--- src/design/apq_pkg.sv ---
package apq_pkg;

	localparam int CAPACITY = 64;
	localparam int IDX_W    = $clog2(CAPACITY);
	localparam int CNT_W    = $clog2(CAPACITY + 1);

	localparam logic MODE_ENQ = 1'b0;
	localparam logic MODE_DEQ = 1'b1;

	typedef enum logic [1:0] {
		ST_ENQ   = 2'd0,
		ST_DEQ   = 2'd1,
		ST_EMPTY = 2'd2,
		ST_FULL  = 2'd3
	} status_t;

	typedef struct packed {
		logic signed [31:0] value;
		logic signed [15:0] prio;
	} entry_t;

	typedef enum logic [1:0] {
		OP_HOLD,
		OP_NEXT,
		OP_LOAD
	} cell_op_t;

	typedef struct packed {
		logic             rotate;
		logic             shift;
		logic             write;
		logic [IDX_W-1:0] slot;
		logic [CNT_W-1:0] count;
		entry_t           data;
	} cell_cmd_t;

endpackage

--- src/design/array_priority_queue_top.sv ---
// Priority queue of up to 64 (value, priority) entries held in a ring of cells in
// insertion order. An enqueue (tuser 0) presents its result in the cycle after
// acceptance; a full store returns status 3. A dequeue (tuser 1) rotates the whole
// ring once past a single comparator at the head cell, one cell per cycle, to find
// the highest priority (then larger value, then earliest entry), then closes the
// gap by shifting the cells from the removed slot onward once the result register
// is free, and registers its result with that shift; an empty store returns
// status 2 in the cycle after acceptance. One item is in work at a time,
// and a new one is accepted only while the result register is free or being taken.
// No clearing pass after reset.
module array_priority_queue_top (
	input  logic        clk,
	input  logic        arst_n,
	input  logic        s_tvalid,
	output logic        s_tready,
	input  logic        s_tuser,   // mode
	input  logic [47:0] s_tdata,   // item_value[31:0], item_priority[47:32]
	output logic        m_tvalid,
	input  logic        m_tready,
	output logic [1:0]  m_tuser,   // status
	output logic [47:0] m_tdata    // removed_value[31:0], removed_slot[37:32],
	                               // occupancy[44:38], zero fill[47:45]
);
	import apq_pkg::*;

	cell_cmd_t cmd;
	entry_t    cell_q [CAPACITY];

	apq_ctrl u_ctrl (
		.clk      (clk),
		.arst_n   (arst_n),
		.s_tvalid (s_tvalid),
		.s_tready (s_tready),
		.s_tuser  (s_tuser),
		.s_tdata  (s_tdata),
		.m_tvalid (m_tvalid),
		.m_tready (m_tready),
		.m_tuser  (m_tuser),
		.m_tdata  (m_tdata),
		.head     (cell_q[0]),
		.cmd      (cmd)
	);

	for (genvar i = 0; i < CAPACITY; i++) begin : g_cell
		cell_op_t op;

		always_comb begin
			if (cmd.rotate)
				op = OP_NEXT;
			else if (cmd.shift && (IDX_W'(i) >= cmd.slot))
				op = OP_NEXT;
			else if (cmd.write && (CNT_W'(i) == cmd.count))
				op = OP_LOAD;
			else
				op = OP_HOLD;
		end

		apq_cell u_cell (
			.clk (clk),
			.op  (op),
			.nxt (cell_q[(i + 1) % CAPACITY]),
			.din (cmd.data),
			.q   (cell_q[i])
		);
	end

endmodule

--- src/design/apq_cell.sv ---
module apq_cell (
	input  logic              clk,
	input  apq_pkg::cell_op_t op,
	input  apq_pkg::entry_t   nxt,
	input  apq_pkg::entry_t   din,
	output apq_pkg::entry_t   q
);
	import apq_pkg::*;

	entry_t entry_q;

	always_ff @(posedge clk) begin
		case (op)
			OP_NEXT: entry_q <= nxt;
			OP_LOAD: entry_q <= din;
			default: entry_q <= entry_q;
		endcase
	end

	assign q = entry_q;

endmodule

--- src/design/apq_ctrl.sv ---
module apq_ctrl (
	input  logic               clk,
	input  logic               arst_n,
	input  logic               s_tvalid,
	output logic               s_tready,
	input  logic               s_tuser,   // mode
	input  logic [47:0]        s_tdata,   // item_value[31:0], item_priority[47:32]
	output logic               m_tvalid,
	input  logic               m_tready,
	output logic [1:0]         m_tuser,   // status
	output logic [47:0]        m_tdata,   // removed_value[31:0], removed_slot[37:32],
	                                      // occupancy[44:38], zero fill[47:45]
	input  apq_pkg::entry_t    head,
	output apq_pkg::cell_cmd_t cmd
);
	import apq_pkg::*;

	typedef enum logic [1:0] {
		S_IDLE,
		S_SCAN,
		S_DONE
	} state_t;

	localparam logic [IDX_W-1:0] LAST_STEP = IDX_W'(CAPACITY - 1);
	localparam logic [CNT_W-1:0] FULL_CNT  = CNT_W'(CAPACITY);

	state_t           state_q;
	logic [CNT_W-1:0] count_q;
	logic [IDX_W-1:0] step_q;
	logic [IDX_W-1:0] best_slot_q;
	entry_t           best_q;
	logic             out_valid_q;
	status_t          out_status_q;
	logic [31:0]      out_value_q;
	logic [5:0]       out_slot_q;
	logic [6:0]       out_occ_q;

	logic   out_free;
	logic   out_load;
	logic   accept;
	logic   in_range;
	logic   better;
	logic   take;
	entry_t din;

	assign out_free = !out_valid_q || m_tready;
	assign s_tready = (state_q == S_IDLE) && out_free;
	assign accept   = s_tvalid && s_tready;
	assign out_load = (accept && ((s_tuser == MODE_ENQ) || (count_q == '0))) ||
	                  ((state_q == S_DONE) && out_free);

	assign din = {s_tdata[31:0], s_tdata[47:32]};

	assign in_range = CNT_W'(step_q) < count_q;
	assign better   = ($signed(head.prio) > $signed(best_q.prio)) ||
	                  (($signed(head.prio) == $signed(best_q.prio)) &&
	                   ($signed(head.value) > $signed(best_q.value)));
	assign take     = (step_q == '0) || (in_range && better);

	always_comb begin
		cmd        = '0;
		cmd.rotate = (state_q == S_SCAN);
		cmd.shift  = (state_q == S_DONE) && out_free;
		cmd.write  = accept && (s_tuser == MODE_ENQ) && (count_q < FULL_CNT);
		cmd.slot   = best_slot_q;
		cmd.count  = count_q;
		cmd.data   = din;
	end

	always_ff @(posedge clk or negedge arst_n) begin
		if (!arst_n) begin
			state_q     <= S_IDLE;
			count_q     <= '0;
			step_q      <= '0;
			out_valid_q <= 1'b0;
		end else begin
			if (out_load)
				out_valid_q <= 1'b1;
			else if (m_tready)
				out_valid_q <= 1'b0;
			case (state_q)
				S_IDLE: begin
					if (accept) begin
						out_value_q <= '0;
						out_slot_q  <= '0;
						if (s_tuser == MODE_ENQ) begin
							if (count_q < FULL_CNT) begin
								count_q      <= count_q + 1'b1;
								out_status_q <= ST_ENQ;
								out_occ_q    <= 7'(count_q + 1'b1);
							end else begin
								out_status_q <= ST_FULL;
								out_occ_q    <= 7'(count_q);
							end
						end else if (count_q == '0) begin
							out_status_q <= ST_EMPTY;
							out_occ_q    <= '0;
						end else begin
							step_q  <= '0;
							state_q <= S_SCAN;
						end
					end
				end
				S_SCAN: begin
					if (take) begin
						best_q      <= head;
						best_slot_q <= step_q;
					end
					step_q <= step_q + 1'b1;
					if (step_q == LAST_STEP)
						state_q <= S_DONE;
				end
				S_DONE: begin
					if (out_free) begin
						count_q      <= count_q - 1'b1;
						out_status_q <= ST_DEQ;
						out_value_q  <= best_q.value;
						out_slot_q   <= 6'(best_slot_q);
						out_occ_q    <= 7'(count_q - 1'b1);
						state_q      <= S_IDLE;
					end
				end
				default: state_q <= S_IDLE;
			endcase
		end
	end

	assign m_tvalid = out_valid_q;
	assign m_tuser  = out_status_q;
	assign m_tdata  = {3'b000, out_occ_q, out_slot_q, out_value_q};

	a_count_bound: assert property (@(posedge clk) disable iff (!arst_n)
		count_q <= FULL_CNT)
		else $error("entry count above capacity");

	a_scan_nonempty: assert property (@(posedge clk) disable iff (!arst_n)
		(state_q == S_SCAN || state_q == S_DONE) |-> count_q != '0)
		else $error("removal pass with an empty store");

	a_empty_occ: assert property (@(posedge clk) disable iff (!arst_n)
		(out_valid_q && out_status_q == ST_EMPTY) |-> out_occ_q == '0)
		else $error("empty result with nonzero occupancy");

	a_full_occ: assert property (@(posedge clk) disable iff (!arst_n)
		(out_valid_q && out_status_q == ST_FULL) |-> out_occ_q == 7'(CAPACITY))
		else $error("full result with wrong occupancy");

	a_scan_len: assert property (@(posedge clk) disable iff (!arst_n)
		(state_q == S_IDLE && accept && s_tuser == MODE_DEQ && count_q != '0)
		|=> state_q == S_SCAN && step_q == '0)
		else $error("removal pass did not start at the head");

endmodule
--- config.mk ---
export PLATFORM = sky130hd
export DESIGN_NAME = array_priority_queue_top
export DESIGN_NICKNAME = d
export VERILOG_FILES = /design/src/design/apq_pkg.sv /design/src/design/array_priority_queue_top.sv /design/src/design/apq_cell.sv /design/src/design/apq_ctrl.sv
export SDC_FILE = /design/constraint.sdc
export NUM_CORES = 2
export LEC_CHECK = 0
export BUFFER_PORTS_ARGS = -buffer_cell sky130_fd_sc_hd__clkbuf_2
export CORE_MARGIN = 4
export CORE_UTILIZATION = 35
export DETAILED_ROUTE_END_ITERATION = 8
export GPL_TIMING_DRIVEN = 0
export PLACE_DENSITY_LB_ADDON = 0.05
export SYNTH_ARGS = -nofsm -noshare
export SYNTH_HDL_FRONTEND = slang
export SYNTH_SLANG_ARGS = --single-unit
--- constraint.sdc ---
create_clock -name clk -period 6.8 [get_ports clk]
set_input_delay 1.02 -clock clk [delete_from_list [all_inputs] [get_ports clk]]
set_output_delay 1.02 -clock clk [all_outputs]
set_load 0.05 [all_outputs]
==> run_results.csv <==
group,metric,value,unit
clock_network,clk_pin_slew,0.06,ns
clock_network,cts_resized,0,
power,p_switching,20.9,mW
yosys,post_synth_inst_count,7669,
worst_setup_path,cp.arrival,6.21,ns
timing,rsz0062_at_grt,"no",
finish,area_growth,15.2,%
yosys,syn_area_per_cell,17.9,sq um
clock_network,post_cts_buffers,0,
yosys,ys_seq_area_frac,0.697,
finish,drive_gt1_frac,0.456,
routing,wl_per_cell,32.6,microns
worst_setup_path,reg2reg_to,"g_cell[46].u_cell.q[33]",
timing,fmax,0.180,GHz
placement,numPortBuffers,53,
grt,grt_max_degree,49,
yosys,yosysMostFrequentCell,"edfxtp_1",
floorplan,coreArea,390000,sq um
yosys,synth_common_cells,"3173 x edfxtp_1, 3070 x mux2_2, 604 x clkbuf_1, 135 x inv_1, 135 x nor2_1",
floorplan,die_h,634,microns
worst_setup_path,critical_path_class,"register to register",
routing,firstDrtPassIters,6,
min_path,hold_class,"input pin to asynchronous set/reset pin",
routing,postRouteWirelength,448000,microns
floorplan,io-pin-count,105,
yosys,synth_warnings,0,
placement,dp_worst_setup_slack,0.544,ns
worst_setup_path,rrSetupSlack,1.25,ns
timing,timing.final.crit_share,0.816,
power,p_clk_frac,0.256,
worst_setup_path,startpoint_type,"register",
worst_setup_path,regToRegStartpoint,"u_ctrl.state_q[0]",
finish,nets,8386,
placement,gp_congestion,0.892,
placement,dp_hpwl,323000,microns
yosys,synth-edff-count,3173,
grt,overflow,0,
floorplan,initial_utilization,0.352,
yosys,async_flop_share,0.00502,
floorplan,fp.dieW,634,microns
grt,grt_usage,0.219,
timing,finalHoldViolations,0,
routing,drc,0,
grt,first_global_vias,72316,
clock_network,cts_hold_buffers,0,
yosys,netlist_area,137000,sq um
flow_run,maxCapViolations,2,
yosys,synthDistinctLibCells,52,
power,swShare,0.273,
timing,maxSlewHeadroom,-0.0287,
clock_network,cts.htree.levels,5,
clock_network,cts_sinks,3189,
outcome,violations,"capacitance limit, slew limit",
timing,finalSetupViolations,0,
clock_network,clock-root-buffer,"clkbuf_16",
timing,tightest_slew,1.54,ns
power,pwr-share-seq,0.523,
worst_setup_path,cp.required,7.46,ns
yosys,synth_seq_cells,3189,
routing,vias,70713,
clock_network,clk_latency,0.94,ns
timing,finalMaxSlewViolations,11,
grt,grt_pass1_wl,615000,microns
power,power_density,484,nW/um^2
floorplan,dieArea,402000,sq um
timing,finClkSkew,0.0443,ns
routing,viasPerCell,5.15,
worst_setup_path,cp_max_fo,10,
worst_setup_path,cp-end-kind,"register",
timing,tns,0,ns
clock_network,cts_made_buffers,371,
outcome,status,"finished, violations left",
yosys,yosys_most_used_dff,"edfxtp_1",
worst_setup_path,r2r_cells,11,
power,peakVddDrop,0.298,mV
grt,antenna_found_initial,77,
routing,ant_nets,0,
power,power_frac_comb,0.221,
clock_network,cts_tree,"done",
yosys,synth_top_area_cell,"edfxtp_1",
yosys,synth.area.top_cells,"edfxtp_1 69%, mux2_2 25%, clkbuf_1 1.7%, ha_1 1.1%, inv_1 0.37%",
power,leakagePower,54.2,nW
power,intPower,55.6,mW
timing,worst_slack,1.25,ns
clock_network,clock_path_buffers,4,
timing,post-route-min-period,5.55,ns
yosys,synth.top_cell.area_share,0.694,
routing,drt_iter0_drc,6026,
floorplan,rows,229,
## state kept, by name (all words and copies together), names as in the netlist
signal	flops
u_ctrl.count_q	7
u_ctrl.out_slot_q	6
u_ctrl.best_slot_q	6
u_ctrl.best_q	48
u_ctrl.m_tuser	2
u_ctrl.out_occ_q	7
u_ctrl.state_q	2
g_cell.u_cell.q	3072
u_ctrl.out_value_q	32
u_ctrl.step_q	6
u_ctrl.m_tvalid	1
## metrics by stage
step	utilization	total power, mW	instance area (sq um)	std cells	hold slack, ns
detailed placement	0.376	57.3	146000	13033	0.444
finish	0.406	76.5	158000	13719	0.0843
global route	0.406	80.2	158000	13698	0.0671
CTS	0.406	77.5	158000	13688	0.00104
global placement	0.370	56.7	144000	12921	0.433
floorplan	-	49.7	137000	7671	0.426
## cell usage in the layout, fill, tap and decap left out, types with 76 or more instances in the layout
| cell type | instances |
|---|---|
| buf_12 | 86 |
| buf_1 | 79 |
| mux2_2 | 3070 |
| clkbuf_16 | 379 |
| nand2_1 | 76 |
| clkbuf_2 | 117 |
| clkbuf_1 | 634 |
| edfxtp_1 | 3173 |
| ha_1 | 124 |
| nor2_1 | 135 |
## cell type report
cell class                      count  area [sq um]
Antenna cell                       31          77.6
Buffer                            691          2720
Clock buffer                      477          9850
Clock inverter                    178          1740
Fill cell                       35162        232000
Inverter                          136           528
Multi-Input combinational cell   3655         38500
Sequential cell                  3189         95700
Tap cell                         5197          6500
Timing Repair Buffer              165          2590
## kinds of logic after synthesis
group	synth area share
flops	0.697
mux	0.252
buf+inv	0.0228
simple gates	0.00983
compound gates	0.00635
fa+ha+maj	0.0113
xor+xnor	0.000574
other cells	0.0000273
## how the worst max path moves through the flow
stage                                         end              startpoint  slack [ns]  depth (start not counted)
after global routing      g_cell[34].u_cell.q[33]       u_ctrl.state_q[0]        1.21                         11
after detailed placement  g_cell[34].u_cell.q[31]                m_tready        0.54                         12
after floorplan                  u_ctrl.best_q[0]  g_cell[0].u_cell.q[15]        0.43                          8
final                     g_cell[46].u_cell.q[33]       u_ctrl.state_q[0]        1.25                         11
after CTS                 g_cell[34].u_cell.q[33]       u_ctrl.state_q[0]        1.33                         11
after global placement          u_ctrl.best_q[35]  g_cell[0].u_cell.q[15]       -4.39                          8
## worst max-delay path, stage by stage (launching register included)
cell	delay (ns)
dfrtp_1	0.38
clkbuf_1	0.24
nor3_2	0.84
nand2_1	0.24
nor3_2	0.27
nand3_1	0.36
clkbuf_1	0.32
nor2_1	0.16
ha_1	0.30
clkbuf_1	0.72
clkbuf_1	0.96
mux2_2	0.47
## layer usage
metal	GRT usage	up-vias	share of wire
met5	0	-	0.000029
met4	0.0682	2	0.035
met3	0.0282	581	0.048
met2	0.347	1997	0.46
met1	0.312	37612	0.46
li1	-	30521	-
## power groups by stage
stage | Combinational (mW) | Clock [mW] | Sequential [mW]
2_1_floorplan | 11.2 | 0 | 38.5
3_3_place_gp | 15.9 | 0 | 40.8
3_5_place_dp | 17.0 | 0 | 40.3
4_1_cts | 17.3 | 20.1 | 40.1
5_1_grt | 18.4 | 20.9 | 40.9
6_report | 16.9 | 19.6 | 40.0
Note: power is estimated with default switching activity, not from simulation.
